===== src/rtl/core/esi_pkg.sv =====
// Package: shared constants, types and state codes of the eased scroll interpolator.
`timescale 1ns / 1ps

package esi_pkg;

    localparam int POS_W  = 24;
    localparam int TIME_W = 32;
    localparam int DUR_W  = 16;
    localparam int STEP_W = 16;
    localparam int PROG_W = 16;
    localparam int BASE_W = 17;
    localparam int EASE_W = 17;
    localparam int DIFF_W = POS_W + 1;
    localparam int ACC_W  = 2 * BASE_W + BASE_W;
    localparam int CNT_W  = 5;

    localparam int DIV_STEPS = PROG_W;
    localparam int MUL_STEPS = BASE_W;

    localparam logic [DUR_W-1:0]  DURATION_RESET = 16'd300;
    localparam logic [EASE_W-1:0] EASE_ONE       = 17'd65536;
    localparam logic [BASE_W-1:0] BASE_TWO       = 17'd0;

    localparam logic OP_START = 1'b0;
    localparam logic OP_STEP  = 1'b1;

    typedef enum logic [3:0] {
        S_IDLE,
        S_DIV,
        S_SQR_LD,
        S_SQR,
        S_CUBE_LD,
        S_CUBE,
        S_MIX_LD,
        S_MIX,
        S_FIN,
        S_PUSH
    } t_state;

    typedef struct packed {
        logic accept;
        logic div_step;
        logic sqr_load;
        logic cube_load;
        logic mix_load;
        logic mul_step;
        logic fin;
        logic out_load;
    } t_dp_cmd;

    typedef struct packed {
        logic need_calc;
    } t_dp_sts;

endpackage


===== src/rtl/core/esi_in_if.sv =====
// Interface: input request channel (op, positions, time step).
`timescale 1ns / 1ps

interface esi_in_if;
    logic                                valid;
    logic                                ready;
    logic                                op;
    logic signed [esi_pkg::POS_W-1:0]    start_pos;
    logic signed [esi_pkg::POS_W-1:0]    finish_pos;
    logic        [esi_pkg::STEP_W-1:0]   time_step;

    modport source (output valid, output op, output start_pos, output finish_pos,
                    output time_step, input ready);
    modport sink   (input valid, input op, input start_pos, input finish_pos,
                    input time_step, output ready);
endinterface


===== src/rtl/core/esi_out_if.sv =====
// Interface: result channel (position, done flag).
`timescale 1ns / 1ps

interface esi_out_if;
    logic                             valid;
    logic                             ready;
    logic signed [esi_pkg::POS_W-1:0] position;
    logic                             done_res;

    modport source (output valid, output position, output done_res, input ready);
    modport sink   (input valid, input position, input done_res, output ready);
endinterface


===== src/rtl/core/esi_datapath.sv =====
// Datapath: animation state, restoring divider, shift-add multiplier, output register.
`timescale 1ns / 1ps

module esi_datapath (
    input  logic                                i_clk,
    input  logic                                i_rst_n,
    input  esi_pkg::t_dp_cmd                    i_cmd,
    output esi_pkg::t_dp_sts                    o_sts,
    input  logic                                i_op,
    input  logic signed [esi_pkg::POS_W-1:0]    i_start_pos,
    input  logic signed [esi_pkg::POS_W-1:0]    i_finish_pos,
    input  logic        [esi_pkg::STEP_W-1:0]   i_time_step,
    input  logic                                i_cfg_we,
    input  logic        [esi_pkg::DUR_W-1:0]    i_cfg_data,
    output logic signed [esi_pkg::POS_W-1:0]    o_position,
    output logic                                o_done_res
);

    logic        [esi_pkg::DUR_W-1:0]   r_duration;
    logic signed [esi_pkg::POS_W-1:0]   r_origin;
    logic signed [esi_pkg::POS_W-1:0]   r_goal;
    logic signed [esi_pkg::POS_W-1:0]   r_present;
    logic        [esi_pkg::TIME_W-1:0]  r_time;
    logic                               r_finished;

    logic        [esi_pkg::DUR_W-1:0]   r_rem;
    logic        [esi_pkg::PROG_W-1:0]  r_dlow;
    logic        [esi_pkg::PROG_W-1:0]  r_quo;
    logic        [esi_pkg::BASE_W-1:0]  r_base;
    logic                               r_hi;
    logic        [esi_pkg::ACC_W-1:0]   r_acc;
    logic        [esi_pkg::ACC_W-1:0]   r_mcand;
    logic        [esi_pkg::BASE_W-1:0]  r_mplier;

    logic signed [esi_pkg::POS_W-1:0]   r_pos_out;
    logic                               r_done_out;

    logic [esi_pkg::TIME_W:0]           w_sum;
    logic [esi_pkg::TIME_W-1:0]         w_t;
    logic [esi_pkg::TIME_W-1:0]         w_limit;
    logic                               w_step_run;
    logic [esi_pkg::DUR_W:0]            w_shifted;
    logic [esi_pkg::DUR_W:0]            w_trial;
    logic [esi_pkg::BASE_W-1:0]         w_base;
    logic [esi_pkg::EASE_W-1:0]         w_ease;
    logic [esi_pkg::DIFF_W-1:0]         w_diff;

    always_comb begin
        w_sum      = {1'b0, r_time} + (esi_pkg::TIME_W + 1)'(i_time_step);
        w_t        = w_sum[esi_pkg::TIME_W] ? '1 : w_sum[esi_pkg::TIME_W-1:0];
        w_limit    = {8'd0, r_duration, 8'd0};
        w_step_run = (i_op == esi_pkg::OP_STEP) && !r_finished;
        o_sts.need_calc = w_step_run && (w_t < w_limit);

        w_shifted = {r_rem, r_dlow[esi_pkg::PROG_W-1]};
        w_trial   = w_shifted - {1'b0, r_duration};

        // upper half of the curve mirrors: g = 2 - 2p in Q1.16
        if (r_quo[esi_pkg::PROG_W-1]) begin
            w_base = esi_pkg::BASE_TWO - {r_quo, 1'b0};
        end else begin
            w_base = {1'b0, r_quo};
        end

        if (r_hi) begin
            w_ease = esi_pkg::EASE_ONE - {1'b0, r_acc[48:33]};
        end else begin
            w_ease = {2'd0, r_acc[44:30]};
        end

        w_diff = {r_goal[esi_pkg::POS_W-1], r_goal} - {r_origin[esi_pkg::POS_W-1], r_origin};
    end

    always_ff @(posedge i_clk) begin
        if (!i_rst_n) begin
            r_duration <= esi_pkg::DURATION_RESET;
            r_origin   <= '0;
            r_goal     <= '0;
            r_present  <= '0;
            r_time     <= '0;
            r_finished <= 1'b1;
        end else begin
            if (i_cfg_we) begin
                r_duration <= i_cfg_data;
            end
            if (i_cmd.accept) begin
                if (i_op == esi_pkg::OP_START) begin
                    r_origin   <= i_start_pos;
                    r_goal     <= i_finish_pos;
                    r_present  <= i_start_pos;
                    r_time     <= '0;
                    r_finished <= 1'b0;
                end else if (w_step_run) begin
                    r_time <= w_t;
                    if (w_t >= w_limit) begin
                        r_present  <= r_goal;
                        r_finished <= 1'b1;
                    end
                end
            end
            if (i_cmd.fin) begin
                // floor shift of the product: arithmetic bits 39..16 suffice modulo 2^24
                r_present <= r_origin + r_acc[39:16];
            end
        end
    end

    always_ff @(posedge i_clk) begin
        if (i_cmd.accept) begin
            r_rem  <= w_t[23:8];
            r_dlow <= {w_t[7:0], 8'd0};
            r_quo  <= '0;
        end
        if (i_cmd.div_step) begin
            r_dlow <= {r_dlow[esi_pkg::PROG_W-2:0], 1'b0};
            if (!w_trial[esi_pkg::DUR_W]) begin
                r_rem <= w_trial[esi_pkg::DUR_W-1:0];
                r_quo <= {r_quo[esi_pkg::PROG_W-2:0], 1'b1};
            end else begin
                r_rem <= w_shifted[esi_pkg::DUR_W-1:0];
                r_quo <= {r_quo[esi_pkg::PROG_W-2:0], 1'b0};
            end
        end
        if (i_cmd.sqr_load) begin
            r_base   <= w_base;
            r_hi     <= r_quo[esi_pkg::PROG_W-1];
            r_mcand  <= esi_pkg::ACC_W'(w_base);
            r_mplier <= w_base;
            r_acc    <= '0;
        end
        if (i_cmd.cube_load) begin
            r_mcand  <= r_acc;
            r_mplier <= r_base;
            r_acc    <= '0;
        end
        if (i_cmd.mix_load) begin
            r_mcand  <= {{(esi_pkg::ACC_W - esi_pkg::DIFF_W){w_diff[esi_pkg::DIFF_W-1]}}, w_diff};
            r_mplier <= w_ease;
            r_acc    <= '0;
        end
        if (i_cmd.mul_step) begin
            if (r_mplier[0]) begin
                r_acc <= r_acc + r_mcand;
            end
            r_mcand  <= {r_mcand[esi_pkg::ACC_W-2:0], 1'b0};
            r_mplier <= {1'b0, r_mplier[esi_pkg::BASE_W-1:1]};
        end
        if (i_cmd.out_load) begin
            r_pos_out  <= r_present;
            r_done_out <= r_finished;
        end
    end

    assign o_position = r_pos_out;
    assign o_done_res = r_done_out;

endmodule


===== src/rtl/core/esi_ctrl.sv =====
// Controller: sequences division, three multiplications and the result handoff.
`timescale 1ns / 1ps

module esi_ctrl (
    input  logic              i_clk,
    input  logic              i_rst_n,
    input  logic              i_in_valid,
    output logic              o_in_ready,
    output logic              o_out_valid,
    input  logic              i_out_ready,
    input  esi_pkg::t_dp_sts  i_sts,
    output esi_pkg::t_dp_cmd  o_cmd
);

    esi_pkg::t_state           r_state, n_state;
    logic [esi_pkg::CNT_W-1:0] r_cnt, n_cnt;
    logic                      r_out_valid, n_out_valid;
    logic                      w_div_last;
    logic                      w_mul_last;

    assign w_div_last = (r_cnt == esi_pkg::CNT_W'(esi_pkg::DIV_STEPS - 1));
    assign w_mul_last = (r_cnt == esi_pkg::CNT_W'(esi_pkg::MUL_STEPS - 1));

    always_ff @(posedge i_clk) begin
        if (!i_rst_n) begin
            r_state     <= esi_pkg::S_IDLE;
            r_cnt       <= '0;
            r_out_valid <= 1'b0;
        end else begin
            r_state     <= n_state;
            r_cnt       <= n_cnt;
            r_out_valid <= n_out_valid;
        end
    end

    always_comb begin
        n_state     = r_state;
        n_cnt       = r_cnt;
        n_out_valid = r_out_valid && !i_out_ready;
        o_cmd       = '0;
        o_in_ready  = 1'b0;
        case (r_state)
            esi_pkg::S_IDLE: begin
                o_in_ready = 1'b1;
                if (i_in_valid) begin
                    o_cmd.accept = 1'b1;
                    n_cnt        = '0;
                    n_state      = i_sts.need_calc ? esi_pkg::S_DIV : esi_pkg::S_PUSH;
                end
            end
            esi_pkg::S_DIV: begin
                o_cmd.div_step = 1'b1;
                n_cnt          = r_cnt + 1'b1;
                if (w_div_last) begin
                    n_cnt   = '0;
                    n_state = esi_pkg::S_SQR_LD;
                end
            end
            esi_pkg::S_SQR_LD: begin
                o_cmd.sqr_load = 1'b1;
                n_state        = esi_pkg::S_SQR;
            end
            esi_pkg::S_SQR: begin
                o_cmd.mul_step = 1'b1;
                n_cnt          = r_cnt + 1'b1;
                if (w_mul_last) begin
                    n_cnt   = '0;
                    n_state = esi_pkg::S_CUBE_LD;
                end
            end
            esi_pkg::S_CUBE_LD: begin
                o_cmd.cube_load = 1'b1;
                n_state         = esi_pkg::S_CUBE;
            end
            esi_pkg::S_CUBE: begin
                o_cmd.mul_step = 1'b1;
                n_cnt          = r_cnt + 1'b1;
                if (w_mul_last) begin
                    n_cnt   = '0;
                    n_state = esi_pkg::S_MIX_LD;
                end
            end
            esi_pkg::S_MIX_LD: begin
                o_cmd.mix_load = 1'b1;
                n_state        = esi_pkg::S_MIX;
            end
            esi_pkg::S_MIX: begin
                o_cmd.mul_step = 1'b1;
                n_cnt          = r_cnt + 1'b1;
                if (w_mul_last) begin
                    n_cnt   = '0;
                    n_state = esi_pkg::S_FIN;
                end
            end
            esi_pkg::S_FIN: begin
                o_cmd.fin = 1'b1;
                n_state   = esi_pkg::S_PUSH;
            end
            esi_pkg::S_PUSH: begin
                if (!r_out_valid || i_out_ready) begin
                    o_cmd.out_load = 1'b1;
                    n_out_valid    = 1'b1;
                    n_state        = esi_pkg::S_IDLE;
                end
            end
            default: begin
                n_state = esi_pkg::S_IDLE;
            end
        endcase
    end

    assign o_out_valid = r_out_valid;

endmodule


===== src/rtl/core/eased_scroll_interpolator_core.sv =====
// Top level: eased scroll interpolator core, controller plus datapath.
`timescale 1ns / 1ps

// Animates a Q16.8 position from start to target along a cubic ease-in-out curve over
// the programmed duration (whole ms, reset 300). Start requests and step requests that
// finish or find the animation idle skip the arithmetic and go from acceptance straight
// to the result push. A step that lands inside the animation runs the bit-serial
// progress divider, then three passes of one shared shift-add multiplier (square,
// cube, scale of the span), each after its load state, then a finish state. Results
// are held in an output register, so a new request is taken while the previous
// result waits. Write the duration only while no request is in flight.

module eased_scroll_interpolator_core (
    input  logic                            i_clk,
    input  logic                            i_rst_n,
    esi_in_if.sink                          i_in,
    esi_out_if.source                       o_out,
    input  logic                            i_cfg_we,
    input  logic [esi_pkg::DUR_W-1:0]       i_cfg_data
);

    esi_pkg::t_dp_cmd w_cmd;
    esi_pkg::t_dp_sts w_sts;

    esi_ctrl u_ctrl (
        .i_clk       (i_clk),
        .i_rst_n     (i_rst_n),
        .i_in_valid  (i_in.valid),
        .o_in_ready  (i_in.ready),
        .o_out_valid (o_out.valid),
        .i_out_ready (o_out.ready),
        .i_sts       (w_sts),
        .o_cmd       (w_cmd)
    );

    esi_datapath u_datapath (
        .i_clk        (i_clk),
        .i_rst_n      (i_rst_n),
        .i_cmd        (w_cmd),
        .o_sts        (w_sts),
        .i_op         (i_in.op),
        .i_start_pos  (i_in.start_pos),
        .i_finish_pos (i_in.finish_pos),
        .i_time_step  (i_in.time_step),
        .i_cfg_we     (i_cfg_we),
        .i_cfg_data   (i_cfg_data),
        .o_position   (o_out.position),
        .o_done_res   (o_out.done_res)
    );

endmodule


===== src/flat_wrapper.sv =====
// flat-port wrapper written by rule: the top's interface ports become plain ports
module eased_scroll_interpolator_core_flat 
  (i_clk, i_rst_n, i_cfg_we, i_cfg_data, i_in_valid, i_in_op, i_in_start_pos, i_in_finish_pos, i_in_time_step, i_in_ready, o_out_valid, o_out_position, o_out_done_res, o_out_ready);
  esi_in_if i_in_i ();
  esi_out_if o_out_i ();
  input  logic i_clk;
  input  logic i_rst_n;
  input  logic i_cfg_we;
  input  logic [esi_pkg::DUR_W-1:0] i_cfg_data;
  input wire logic [$bits(i_in_i.valid)-1:0] i_in_valid;
  input wire logic [$bits(i_in_i.op)-1:0] i_in_op;
  input wire logic [$bits(i_in_i.start_pos)-1:0] i_in_start_pos;
  input wire logic [$bits(i_in_i.finish_pos)-1:0] i_in_finish_pos;
  input wire logic [$bits(i_in_i.time_step)-1:0] i_in_time_step;
  output wire logic [$bits(i_in_i.ready)-1:0] i_in_ready;
  output wire logic [$bits(o_out_i.valid)-1:0] o_out_valid;
  output wire logic [$bits(o_out_i.position)-1:0] o_out_position;
  output wire logic [$bits(o_out_i.done_res)-1:0] o_out_done_res;
  input wire logic [$bits(o_out_i.ready)-1:0] o_out_ready;
  assign i_in_i.valid = i_in_valid;
  assign i_in_i.op = i_in_op;
  assign i_in_i.start_pos = i_in_start_pos;
  assign i_in_i.finish_pos = i_in_finish_pos;
  assign i_in_i.time_step = i_in_time_step;
  assign i_in_ready = i_in_i.ready;
  assign o_out_valid = o_out_i.valid;
  assign o_out_position = o_out_i.position;
  assign o_out_done_res = o_out_i.done_res;
  assign o_out_i.ready = o_out_ready;
  eased_scroll_interpolator_core u_core (.i_clk(i_clk), .i_rst_n(i_rst_n), .i_in(i_in_i), .o_out(o_out_i), .i_cfg_we(i_cfg_we), .i_cfg_data(i_cfg_data));
endmodule

===== config.mk =====
export PLATFORM = sky130hd
export DESIGN_NAME = eased_scroll_interpolator_core_flat
export DESIGN_NICKNAME = d
export VERILOG_FILES = /design/src/rtl/core/esi_pkg.sv /design/src/rtl/core/esi_in_if.sv /design/src/rtl/core/esi_out_if.sv /design/src/rtl/core/esi_datapath.sv /design/src/rtl/core/esi_ctrl.sv /design/src/rtl/core/eased_scroll_interpolator_core.sv /design/src/flat_wrapper.sv
export SDC_FILE = /design/constraint.sdc
export NUM_CORES = 1
export LEC_CHECK = 0
export BUFFER_PORTS_ARGS = -buffer_cell sky130_fd_sc_hd__buf_2
export CORE_ASPECT_RATIO = 2
export CORE_MARGIN = 1.5
export CORE_UTILIZATION = 30
export DETAILED_ROUTE_END_ITERATION = 10
export PLACE_DENSITY = 0.57
export SLEW_MARGIN = 40
export SYNTH_ARGS = -nofsm -noshare
export SYNTH_HDL_FRONTEND = slang
export SYNTH_HIERARCHICAL = 1
export SYNTH_SLANG_ARGS = --single-unit

===== constraint.sdc =====
create_clock -name i_clk -period 15.7 [get_ports i_clk]
set_clock_uncertainty 0.05 [all_clocks]
set_input_delay 2.355 -clock i_clk [delete_from_list [all_inputs] [get_ports i_clk]]
set_output_delay 2.355 -clock i_clk [all_outputs]
set_load 0.02 [all_outputs]

* After elaboration in Yosys (flattened, before gate mapping)
Cells that the tools add are included.
Cells by class: order comparisons 2, reductions and logical operators 20, add/subtract/negate cells 8, eq/ne operators 21, muxes and demuxes 59, bitwise gates (word level) 1
Operators with widths (count):
- 51-bit two-way mux | 9
- 16-bit two-way mux | 8
- 24-bit two-way mux | 5
- 32-bit two-way mux | 3
- 17-bit two-way mux | 5
- 51-bit adder | 1
- 4-bit one-hot mux with 10 select lines | 1
- 32-bit by 16-bit adder with 33-bit output | 1
- 32-bit by 24-bit greater-or-equal comparator with 1-bit output | 1
- 32-bit by 24-bit less-than comparator with 1-bit output | 1
- 4-bit two-way mux | 7
- 24-bit by 24-bit subtractor with 25-bit output | 1
- 24-bit adder | 1
- 1-bit two-way mux | 17
- 1-bit by 17-bit subtractor with 17-bit output (first input constant) | 1
- 17-bit by 16-bit subtractor with 17-bit output | 1
- 17-bit by 16-bit subtractor with 17-bit output (first input constant) | 1
- 4-bit by 3-bit == test with 1-bit output (second input constant) | 4
- 5-bit two-way mux | 3
- 5-bit one-hot mux with 3 select lines | 1
- 2-bit != test (second input constant) | 6
- 4-bit by 2-bit == test with 1-bit output (second input constant) | 2
- 4-bit == test (second input constant) | 2
- 3-bit by 1-bit != test with 1-bit output (second input constant) | 2
- 17 further kinds | 27
Word-level totals: bits in registers 333, bits of input ports 86

* Longest topological paths before layout
Gate-level depths: netlist of the first run.
depth after elaboration 8, depth in mapped cells 25, mapped depth without buffers 25

* Modules after synthesis
Netlist of the first run, hierarchy kept.
By module, submodules not included:
- esi_datapath | instances 1, cells an instance 2409, sequential area each 7857.5 µm², area an instance 20769.9 µm²
- esi_ctrl | instances 1, cells an instance 85, sequential area each 200.2 µm², area an instance 688.2 µm²

* Least setup slack after synthesis of the first run
OpenSTA, ideal clock, no wires.
path type input -> register, from input i_in_time_step[0], to register u_core/u_datapath/r_present[10] in the netlist's numbering, stages on the path 24, data required time 15.532 ns, buffers on the path 3, path slack 9.111 ns, arrival time 6.420 ns, cells stage by stage ha_1 -> inv_1 -> fa_1 -> nand2b_1 -> a21oi_1 -> o211ai_1 -> a21oi_2 -> o21bai_1 -> clkbuf_1 -> nand2_1 -> ha_1 -> a21o_1 -> a21o_1 -> a21oi_1 -> nor2_1 -> a2111oi_4 -> nand4_1 -> nor3_2 -> and4b_1 -> buf_4 -> nor2_2 -> or2_1 -> buf_6 -> mux2i_1
On the way: word-level cells in the longest chain between the ends 5
Ends and longest elaborated chain:
- start: declaration | RTL line flat_wrapper.sv:14 | input wire logic [$bits(i_in_i.time_step)-1:0] i_in_time_step;
- 32-bit by 16-bit adder with 33-bit output | RTL line esi_datapath.sv:49 | w_sum = {1'b0, r_time} + (esi_pkg::TIME_W + 1)'(i_time_step);
- 32-bit two-way mux | RTL line esi_datapath.sv:50 | w_t = w_sum[esi_pkg::TIME_W] ? '1 : w_sum[esi_pkg::TIME_W-1:0];
- 32-bit by 24-bit greater-or-equal comparator with 1-bit output | RTL line esi_datapath.sv:95 | if (w_t >= w_limit) begin
- 3-bit by 1-bit != test with 1-bit output (no line)
- 3-bit AND reduction (no line)
- end signal: assignment | RTL line esi_datapath.sv:90 | r_present <= i_start_pos;
- end signal: assignment | RTL line esi_datapath.sv:96 | r_present <= r_goal;
- end signal: assignment | RTL line esi_datapath.sv:103 | r_present <= r_origin + r_acc[39:16];
- end: declaration | RTL line esi_datapath.sv:22 | logic signed [esi_pkg::POS_W-1:0] r_present;
Every way passes these cells. A chain may end at the register's enable or synchronous reset.

* Final worst setup path of the first run
from input i_in_time_step[0], to register u_core/u_datapath/r_present[12] in the netlist's numbering
Same word-level chain as after synthesis.

==> metrics.cfg, run 1 <==
[job]
maxCapViolCount = 0

[detailed_routing]
wl_per_cell_um = 20.8
drtIter0Drc = 1134
drcViolationCount = 0
drt_first_pass_iters = 6
viasPerCell = 5.37
ant_nets = 0
via_count = 18700
routed_wl_um = 72400

[pwr]
p_per_area_nw_per_um2 = 187
ir_worst_vdd_mv = 0.0946
power_leakage_nw = 9.53

[clock_network]
numCtsBuffers = 31
clockBufferDepth = 3
cts-resized-gates = 0
post_cts_buffers = 0
clkTransAtPathRegs_ps = 70
clk_latency_ps = 600
cts_tree = built
root_buffer = clkbuf_16
cts_max_level = 1
postCtsHoldBufs = 0
cts.sinks = 329

[hold_path]
hold_path.class = flop to flop
min_path_cells = 0
worstHoldStart = u_core/u_datapath/r_present[11]$_SDFFE_PN0P_

[timing]
fin_crit_ps = 7700
rsz0062_at_grt = false
worst-slew-pin-transition_ps = 898
max-slew-margin-rel = 0.401
timing.final.crit_share = 0.490
final-setup-viol-count = 0
hold_viol = 0
tns_ps = 0
fmax_mhz = 130
slew_violations = 0

[worst_setup_path]
crit_path_start = i_in_time_step[0]
worstSetupPathType = input port to flop
crit_path_end_kind = flop
start_kind = input port
r2r_start = u_core/u_datapath/r_time[0]$_SDFFE_PN0P_
critical_path.max_fanout = 16
arrival_ps = 8120
worst_ep_required_time_ps = 16120
r2r_slack_ps = 9570
reg2regPathDepth = 22

[placed_design]
dpl_cell_area_um2 = 22900
hpwl_um = 55600
portBuffers = 112
gp_congestion = 0.944

[floorplan]
ioPinCount = 113
row_count = 138
die-area_um2 = 73200
chipHeight_um = 381
core_um2 = 70800
start_util = 0.303
fp.dieW_um = 192

[cells_and_area]
syn2layout_area_growth_pct = 11.9
fin_nets = 2777
stdcell_area_um2 = 24000
filler_cell_count = 7497
drive_gt1_frac = 0.107

[synth]
synth_nets = 2734
yosysSeqAreaShare = 0.376
syn_area_per_cell_um2 = 8.60
ys_warn_count = 6
synth_top_cell_area_share = 0.206
yosysUniqueCellTypes = 91
synth.cell_area_um2 = 21500
netlist.top_cell.by_area = edfxtp_1
ys_async_sr_fraction = 0
synth-edff-count = 147
ys.flop_type = dfxtp_1
syn-instance-count = 2494
ys_ff_latch = 329
synth.area.top_cells = edfxtp_1 (21%), dfxtp_1 (17%), ha_1 (8.7%)

[outcome]
status = complete, no violations

[global_route]
grt_start_max_net_pins = 76
grt_pass1_wl_um = 109000
antenna_found_initial = 7
grt_overflow_total = 0
grt_pass1_vias = 18600
track_usage = 0.195

==> cells in the final DEF (no fill, tap or decap), types with 7 or more instances in the layout <==
master | synthesis | final
or3_1 | 14 | 14
xnor2_1 | 78 | 78
clkbuf_16 | 0 | 35
nand4_1 | 22 | 22
nand2b_1 | 35 | 33
nor2_1 | 164 | 158
or2_2 | 12 | 11
nor2b_1 | 39 | 36
nand2_1 | 339 | 338
a211oi_1 | 19 | 19
inv_1 | 119 | 119
a22oi_1 | 37 | 37
o211ai_1 | 46 | 46
edfxtp_1 | 147 | 147
and2_1 | 29 | 29
a32oi_1 | 11 | 11
a21oi_1 | 257 | 256
a31o_2 | 8 | 8
dfxtp_1 | 182 | 182
ha_1 | 149 | 149
o21ai_0 | 136 | 136
o31ai_1 | 13 | 13
mux2_2 | 30 | 30
nor3_1 | 40 | 39
clkbuf_1 | 104 | 7
buf_2 | 9 | 112
nand3_1 | 63 | 63
nand3b_1 | 8 | 8
and3_1 | 21 | 20
buf_4 | 2 | 18
xor2_1 | 51 | 51
o21a_1 | 21 | 21
mux2i_1 | 57 | 57
a21o_1 | 54 | 54
nor4_1 | 15 | 15
a31oi_1 | 19 | 19
nor2_2 | 2 | 7
o21bai_1 | 14 | 14
==> routing by layer <==
metal,vias to the layer above,share of wire,track usage
li1,9086,-,-
met1,8909,0.35,0.191
met2,463,0.54,0.370
met3,197,0.035,0.0217
met4,4,0.081,0.144
met5,-,0.00043,0
==> stage by stage <==
stage | utilization | hold WS [ps] | instances | total power [mW] | setup slack (ps)
3_5_place_dp | 0.324 | 363 | 3414 | 3.68 | 7470
4_1_cts | 0.339 | 382 | 3471 | 4.50 | 8100
3_3_place_gp | 0.323 | 367 | 3412 | 3.66 | 7580
5_1_grt | 0.339 | 384 | 3474 | 4.77 | 7580
2_1_floorplan | - | 351 | 2494 | 2.98 | 9110
6_report | 0.339 | 380 | 3475 | 4.48 | 8000
==> final cells by class <==
type	instances	area, µm²	share of cell area
sequential	329	8060	0.336
inverter	120	453	0.0189
multi-input combinational	1921	12500	0.522
clock inverter	14	130	0.00542
timing repair buffer	134	761	0.0317
tap	910	1140	0.0474
clock buffer	43	916	0.0381
antenna	4	10.0	0.000417
==> cells by family after synthesis <==
| family | count (synthesis) | synth area share |
|---|---|---|
| buffers and inverters | 244 | 0.0440 |
| XOR/XNOR | 130 | 0.0534 |
| adder cells (fa/ha/maj) | 154 | 0.0915 |
| AO/OA/AOI/OAI | 708 | 0.207 |
| multiplexers | 87 | 0.0423 |
| flip-flops | 329 | 0.376 |
| AND/OR/NAND/NOR | 842 | 0.187 |
==> registers in the layout (all words and copies together), names as in the netlist, 4 cells and up <==
register,flops
u_core/u_datapath/r_acc,49
u_core/u_datapath/r_mcand,49
u_core/u_datapath/r_time,32
u_core/u_datapath/o_position,24
u_core/u_datapath/r_goal,24
u_core/u_datapath/r_origin,24
u_core/u_datapath/r_present,24
u_core/u_datapath/r_base,17
u_core/u_datapath/r_mplier,17
u_core/u_datapath/r_duration,16
u_core/u_datapath/r_quo,16
u_core/u_datapath/r_rem,16
u_core/u_datapath/r_dlow,8
u_core/u_ctrl/r_cnt,5
u_core/u_ctrl/r_state,4
==> synth_stat cells, types with 37 or more instances <==
master    count
xor2_1       51
ha_1        149
mux2i_1      57
nand2_1     339
a21oi_1     257
nand3_1      63
nor3_1       40
a21o_1       54
a22oi_1      37
nor2_1      164
o21ai_0     136
dfxtp_1     182
xnor2_1      78
clkbuf_1    104
inv_1       119
nor2b_1      39
o211ai_1     46
edfxtp_1    147
==> path summary, 6_finish.rpt <==
| kind | to |
|---|---|
| worst max register to register | u_core/u_datapath/r_present[12]$_SDFFE_PN0P_ |
| worst max-delay path | u_core/u_datapath/r_present[12]$_SDFFE_PN0P_ |
| worst min-delay path | u_core/u_datapath/o_position[11]$_DFFE_PP_ |
| worst min register to register | u_core/u_datapath/o_position[11]$_DFFE_PP_ |
==> critical path, stage by stage <==
cell and delay (ps):
buf_2 100, ha_1 220, inv_1 70, fa_1 190
nand2b_1 140, a21oi_1 100, o211ai_1 400, a21oi_2 140
o21bai_1 660, buf_4 350, nand2_1 130, ha_1 320
a21o_1 190, a21o_1 170, a21oi_1 150, nor2_1 80
a2111oi_4 320, nand4_1 290, nor3_2 330, and4b_1 670
nor2_2 160, or2_1 400, mux2i_1 170
==> power by group <==
group / internal (mW) / leakage, nW / switching (mW) / total [mW]
registers: 1.22 / 2.87 / 0.239 / 1.46
logic: 0.866 / 6.14 / 1.36 / 2.22
clock network: 0.442 / 0.515 / 0.359 / 0.801
total: 2.52 / 9.53 / 1.96 / 4.48
(Power assumes the default switching activity.)
==> run 2: changes to the inputs <==
- clock period: 15.7 -> 7.2 ns (I/O delays scaled with it)
==> run 2 against run 1 <==
Hold slack gained 8.0 ps. Register-to-register slack got worse by 8000 ps. Via count about the same. Global-route usage increased by 0.20 points. Critical path depth unchanged. Non-clock buffer count up 3. Highest routed layer unchanged.
==> metrics.cfg, run 2 (synthesis gave the netlist of run 1 again) <==
[outcome]
status = complete, no violations

[cells_and_area]
filler_cell_count = 7456  ; -0.55%
reg_top3 = u_core/u_datapath/r_acc: 49 flops, u_core/u_datapath/r_mcand: 49 flops, u_core/u_datapath/r_time: 32 flops
fin_util = 0.340  ; +0.000883
final_cell_mix = nand2_1 (338), a21oi_1 (256), dfxtp_1 (182)
syn2layout_area_growth_pct = 12.2
layout_commonest_cell = nand2_1
drive_gt1_frac = 0.109  ; +0.00282
layoutNonFillerInstCount = 3482  ; +0.20%
fin_nets = 2783  ; +0.22%

[clock_network]
cts.sinks = 329  ; unchanged
clk_latency_ps = 550  ; -50 ps
numCtsBuffers = 34  ; +9.7%
post_cts_buffers = 0  ; unchanged
cts-resized-gates = 0  ; unchanged
clkTransAtPathRegs_ps = 70  ; about the same
cts_max_level = 2  ; +1
clockBufferDepth = 3  ; unchanged
root_buffer = clkbuf_16
postCtsHoldBufs = 0  ; unchanged
cts_tree = built

[global_route]
grt_start_max_net_pins = 73  ; -3.9%
grt_overflow_total = 0  ; unchanged
track_usage = 0.197  ; +0.00198
grt_pass1_vias = 18700  ; +0.70%
antenna_found_initial = 7  ; unchanged
grt_pass1_wl_um = 110000  ; +0.96%

[pwr]
p_per_area_nw_per_um2 = 409  ; +120%
finalPower_mw = 9.85  ; +120%
ir_worst_vdd_mv = 0.207  ; +120%
power_leakage_nw = 9.55  ; +0.23%

[timing]
rsz0062_at_grt = false
fin_crit_ps = 5870
slew_violations = 0  ; unchanged
tns_ps = 0  ; unchanged
final-setup-viol-count = 0  ; unchanged
fmax_mhz = 170
max-slew-margin-rel = 0.407  ; +0.00550
timing.final.crit_share = 0.815
hold_viol = 0  ; unchanged
worst-slew-pin-transition_ps = 879  ; -19.8 ps
hold_ws_ps = 388  ; +8.01 ps

[detailed_routing]
ant_nets = 0  ; unchanged
drt_first_pass_iters = 5  ; -1
via_count = 18600  ; -0.091%
drcViolationCount = 0  ; unchanged
viasPerCell = 5.35  ; -0.29%
routed_wl_um = 72300  ; about the same
drtIter0Drc = 1051  ; -7.3%
wl_per_cell_um = 20.8  ; -0.29%

[worst_setup_path]
arrival_ps = 6270  ; -1850 ps
worst_ep_required_time_ps = 7610  ; -8510 ps
crit_path_end_kind = flop
worstSetupPathType = input port to flop
start_kind = input port
critical_path.max_fanout = 13  ; -3

[floorplan]
ioPinCount = 113  ; unchanged
die-area_um2 = 73200  ; unchanged
core_um2 = 70800  ; unchanged
chipHeight_um = 381  ; unchanged
fp.dieW_um = 192  ; unchanged
row_count = 138  ; unchanged
start_util = 0.303  ; unchanged

[placed_design]
hpwl_um = 55200  ; -0.72%
dpl.cell_count = 3416  ; +0.059%
portBuffers = 112  ; unchanged
gp_congestion = 0.945  ; about the same

[hold_path]
hold_path.class = flop to flop

[job]
maxCapViolCount = 0  ; unchanged

## run 2: changes by cell type in the layout (fill, tap and decap cells not counted), moves of 2 or more
cell | previous run | this run
buf_4 | 18 | 23
clkbuf_1 | 7 | 5
clkbuf_8 | 1 | 3
clkinvlp_4 | 1 | 5
## run 2: through the flow
stage / area (µm²) / worst slack [ps]
2_1_floorplan: 21500 / 1890
3_3_place_gp: 22900 / 928
3_5_place_dp: 22900 / 868
4_1_cts: 24000 / 1450
5_1_grt: 24100 / 999
6_report: 24100 / 1330
## run 2: worst max-delay path: stages
cell	delay, ps
buf_2	80
ha_1	190
inv_1	70
fa_1	390
nand2b_1	170
a21oi_1	210
o211ai_1	210
a21oi_2	260
o21bai_1	110
buf_4	200
o21ai_0	280
ha_1	360
nor2b_1	130
o21a_1	160
o21ai_0	140
a21oi_1	80
o31ai_1	280
nand4_1	280
nor3_2	380
nand4b_2	340
a21oi_1	630
nand3_1	150
o31ai_1	90
## run 2: worst paths after layout
check	to	cells past startpoint	start	slack (ps)
worst max-delay path	u_core/u_datapath/r_present[18]$_SDFFE_PN0P_	23	i_in_time_step[0]	1330
worst min-delay path	u_core/u_datapath/o_position[18]$_DFFE_PP_	0	u_core/u_datapath/r_present[18]$_SDFFE_PN0P_	390
worst min register to register	u_core/u_datapath/o_position[18]$_DFFE_PP_	0	u_core/u_datapath/r_present[18]$_SDFFE_PN0P_	390
worst max register to register	u_core/u_datapath/r_present[18]$_SDFFE_PN0P_	22	u_core/u_datapath/r_time[0]$_SDFFE_PN0P_	1610
## run 2: power by group
part / switching, mW / internal [mW]
registers: 0.518 / 2.65
logic: 2.98 / 1.89
clock network: 0.814 / 1.00
total: 4.31 / 5.54
## run 2: area by class of cell
class / instances / area (µm²) / share of cell area
clock inverter: 18 / 160 / 0.00665
timing repair buffer: 137 / 769 / 0.0320
multi-input combinational: 1921 / 12500 / 0.521
inverter: 120 / 453 / 0.0188
clock buffer: 43 / 936 / 0.0389
tap: 910 / 1140 / 0.0473
antenna: 4 / 10.0 / 0.000416
sequential: 329 / 8060 / 0.335
## run 2: per-layer routing
layer	routed length, µm	vias up	global-route usage
li1	-	9092	-
met1	25300	8906	0.193
met2	39100	445	0.378
met3	2500	197	0.0223
met4	5440	2	0.134
met5	13	-	0
==> run 3: changes to the inputs <==
- PLACE_DENSITY: 0.57 -> 0.59
- clock period: 7.2 -> 5.2 ns (I/O delays scaled with it)
==> run 3 against run 2 <==
Total power grew 38%. Die area unchanged. Routed wire length is 1.2% higher. First-iteration DRC count down 10%. Hold slack worse by 41 ps. Flip-flop and latch count unchanged. Core utilization is 0.70 points higher. Largest cell class unchanged.
==> metrics.cfg, run 3 (synthesis gave the netlist of run 1 again) <==
[clock_network]
clkTransAtPathRegs_ps = 70  ; about the same
clockBufferDepth = 3  ; unchanged
clk_latency_ps = 610  ; +60 ps
cts_max_level = 1  ; -1
numCtsBuffers = 31  ; -8.8%
postCtsHoldBufs = 0  ; unchanged
root_buffer = clkbuf_16
cts_tree = built
cts.sinks = 329  ; unchanged

[detailed_routing]
viasPerCell = 5.37  ; +0.26%
drcViolationCount = 0  ; unchanged
wl_met2_um = 39500  ; +1.0%
wl_per_cell_um = 20.6  ; -0.70%
wirelength_met1_um = 25300  ; +0.11%
drtIter0Drc = 941  ; -10%
drt_first_pass_iters = 6  ; +1
highest_layer = met5
dr_wl_met3_um = 2390  ; -4.5%
via_count = 19100  ; +2.2%
ant_nets = 0  ; unchanged
routed_wl_um = 73200  ; +1.2%

[placed_design]
gp_congestion = 0.939  ; -0.57%
portBuffers = 112  ; unchanged
post-place-ws_ps = -394  ; -1260 ps
hpwl_um = 56300  ; +2.0%

[pwr]
swShare = 0.440  ; +0.00268
p_sw_mw = 5.97  ; +38%
ir_worst_vdd_mv = 0.359  ; +73%
power_leakage_nw = 9.89  ; +3.6%
p_per_area_nw_per_um2 = 551  ; +35%
clock_power_share = 0.174  ; -0.010
combPwrFrac = 0.503  ; +0.009
p_seq_frac = 0.323  ; about the same
intPower_mw = 7.58  ; +37%

[cells_and_area]
final_cell_mix = nand2_1 (338), a21oi_1 (256), dfxtp_1 (182)
drive_gt1_frac = 0.134  ; +0.0241
fin_util = 0.347  ; +0.00704
filler_cell_count = 7445  ; -0.15%
syn2layout_area_growth_pct = 14.5
fin_nets = 2852  ; +2.5%
layout_commonest_cell = nand2_1
reg_top3 = u_core/u_datapath/r_acc: 49 flops, u_core/u_datapath/r_mcand: 49 flops, u_core/u_datapath/r_time: 32 flops

[floorplan]
row_count = 138  ; unchanged
chipHeight_um = 381  ; unchanged
die-area_um2 = 73200  ; unchanged
ioPinCount = 113  ; unchanged
core_um2 = 70800  ; unchanged
fp.dieW_um = 192  ; unchanged
start_util = 0.303  ; unchanged

[global_route]
grt_overflow_total = 0  ; unchanged
grt_pass1_vias = 19200  ; +2.6%
track_usage = 0.199  ; +0.00131
grt_pass1_wl_um = 111000  ; +0.98%
grt_start_max_net_pins = 73  ; unchanged
antenna_found_initial = 7  ; unchanged

[job]
maxCapViolCount = 0  ; unchanged

[timing]
fmax_mhz = 206
final-setup-viol-count = 0  ; unchanged
worst-slew-pin-transition_ps = 875  ; -4.16 ps
setup_slack_ps = 335  ; -997 ps
slew_violations = 0  ; unchanged
timing.final.crit_share = 0.936
fin_crit_ps = 4870
hold_viol = 0  ; unchanged
max-slew-margin-rel = 0.417  ; +0.0104

[worst_setup_path]
cpMostUsedCell = nand4_1
critical_path.max_fanout = 9  ; -4
critPathMaxStageDelay_ps = 380  ; -250 ps
reg2regPathDepth = 25  ; +14%
arrival_ps = 5340  ; -930 ps
critPathBufInv = 3  ; unchanged
worstSetupPathType = flop to flop
critPathSlowestCell = fa_1
crit_path_end_kind = flop
r2r_end = u_core/u_datapath/r_present[17]$_SDFFE_PN0P_
start_kind = flop
path_delay_family = simple AND/OR/NAND/NOR gates
r2r_slack_ps = 330  ; -1280 ps
r2r_start = u_core/u_datapath/r_time[0]$_SDFFE_PN0P_
worst_ep_required_time_ps = 5670  ; -1940 ps

[hold_path]
min_path_cells = 3  ; +3
worstHoldStart = i_cfg_data[3]
hold_path.class = input port to flop
worstHoldEndpoint = u_core/u_datapath/r_duration[3]$_SDFFE_PN1P_

[outcome]
status = complete, no violations

## run 3: cell types whose count changed in the layout (fill, tap and decap cells not counted), sizes merged
cell,previous run,this run
inv,123,126
clkinvlp,5,1
clkinv,8,6
diode,4,3
clkbuf,43,44
bufinv,2,0
buf,137,209
## run 3: per-stage QoR
stage	instances	cell area [µm²]	setup TNS [ps]	hold slack (ps)	power, mW
floorplan	2494	21500	0	351	9.01
global placement	3487	23500	-6670	385	11.1
detailed placement	3488	23500	-7910	365	11.2
CTS	3545	24500	0	315	13.6
global route	3548	24600	-3.43	348	14.4
finish	3549	24600	0	346	13.6
## run 3: worst max path at each step
| stage | start | to | slack, ps | depth (start not counted) |
|---|---|---|---|---|
| floorplan | i_in_time_step[0] | u_core/u_datapath/r_present[10]$_SDFFE_PN0P_ | 190 | 24 |
| global placement | i_in_time_step[1] | u_core/u_datapath/r_present[20]$_SDFFE_PN0P_ | -330 | 23 |
| detailed placement | i_in_time_step[1] | u_core/u_datapath/r_present[20]$_SDFFE_PN0P_ | -390 | 24 |
| CTS | u_core/u_datapath/r_time[1]$_SDFFE_PN0P_ | u_core/u_datapath/r_present[20]$_SDFFE_PN0P_ | 160 | 22 |
| global route | u_core/u_datapath/r_time[0]$_SDFFE_PN0P_ | u_core/u_ctrl/r_state[3]$_SDFFE_PN0P_ | -3 | 25 |
| finish | u_core/u_datapath/r_time[0]$_SDFFE_PN0P_ | u_core/u_datapath/r_present[17]$_SDFFE_PN0P_ | 330 | 25 |
## run 3: metal layers
layer / global-route usage / up-vias
met5: 0 / -
met4: 0.143 / 4
met3: 0.0189 / 206
met2: 0.383 / 469
met1: 0.192 / 9143
li1: - / 9229
## run 3: layout make-up
cell class              instances  area, µm²  share of cell area
well taps                     910       1140              0.0463
inverters                     120        455              0.0185
multi-input cells            1921      12600               0.512
clock inverters                13       93.8             0.00382
diodes                          3       7.51            0.000306
repair buffers                209       1320              0.0538
flip-flops and latches        329       8060               0.328
clock buffers                  44        927              0.0377
## run 3: worst min-delay path: cells and delay by family
family                 cells  cell delay (ps)
AND/OR/NAND/NOR            1               50
buffers and inverters      1               80
AO/OA/AOI/OAI              1               60
## run 3: power groups by stage
stage	Sequential [mW]	Combinational, mW	Clock (mW)
final	4.38	6.81	2.36
after global routing	4.47	7.47	2.50
after CTS	4.38	6.79	2.42
after detailed placement	4.43	6.75	0
after global placement	4.43	6.69	0
after floorplan	4.10	4.90	0
## run 3: timing repair
action | in CTS | in global routing
setup buffers | 0 | 1
resized for setup | 0 | 4
endpoints found under the setup margin | 0 | 25
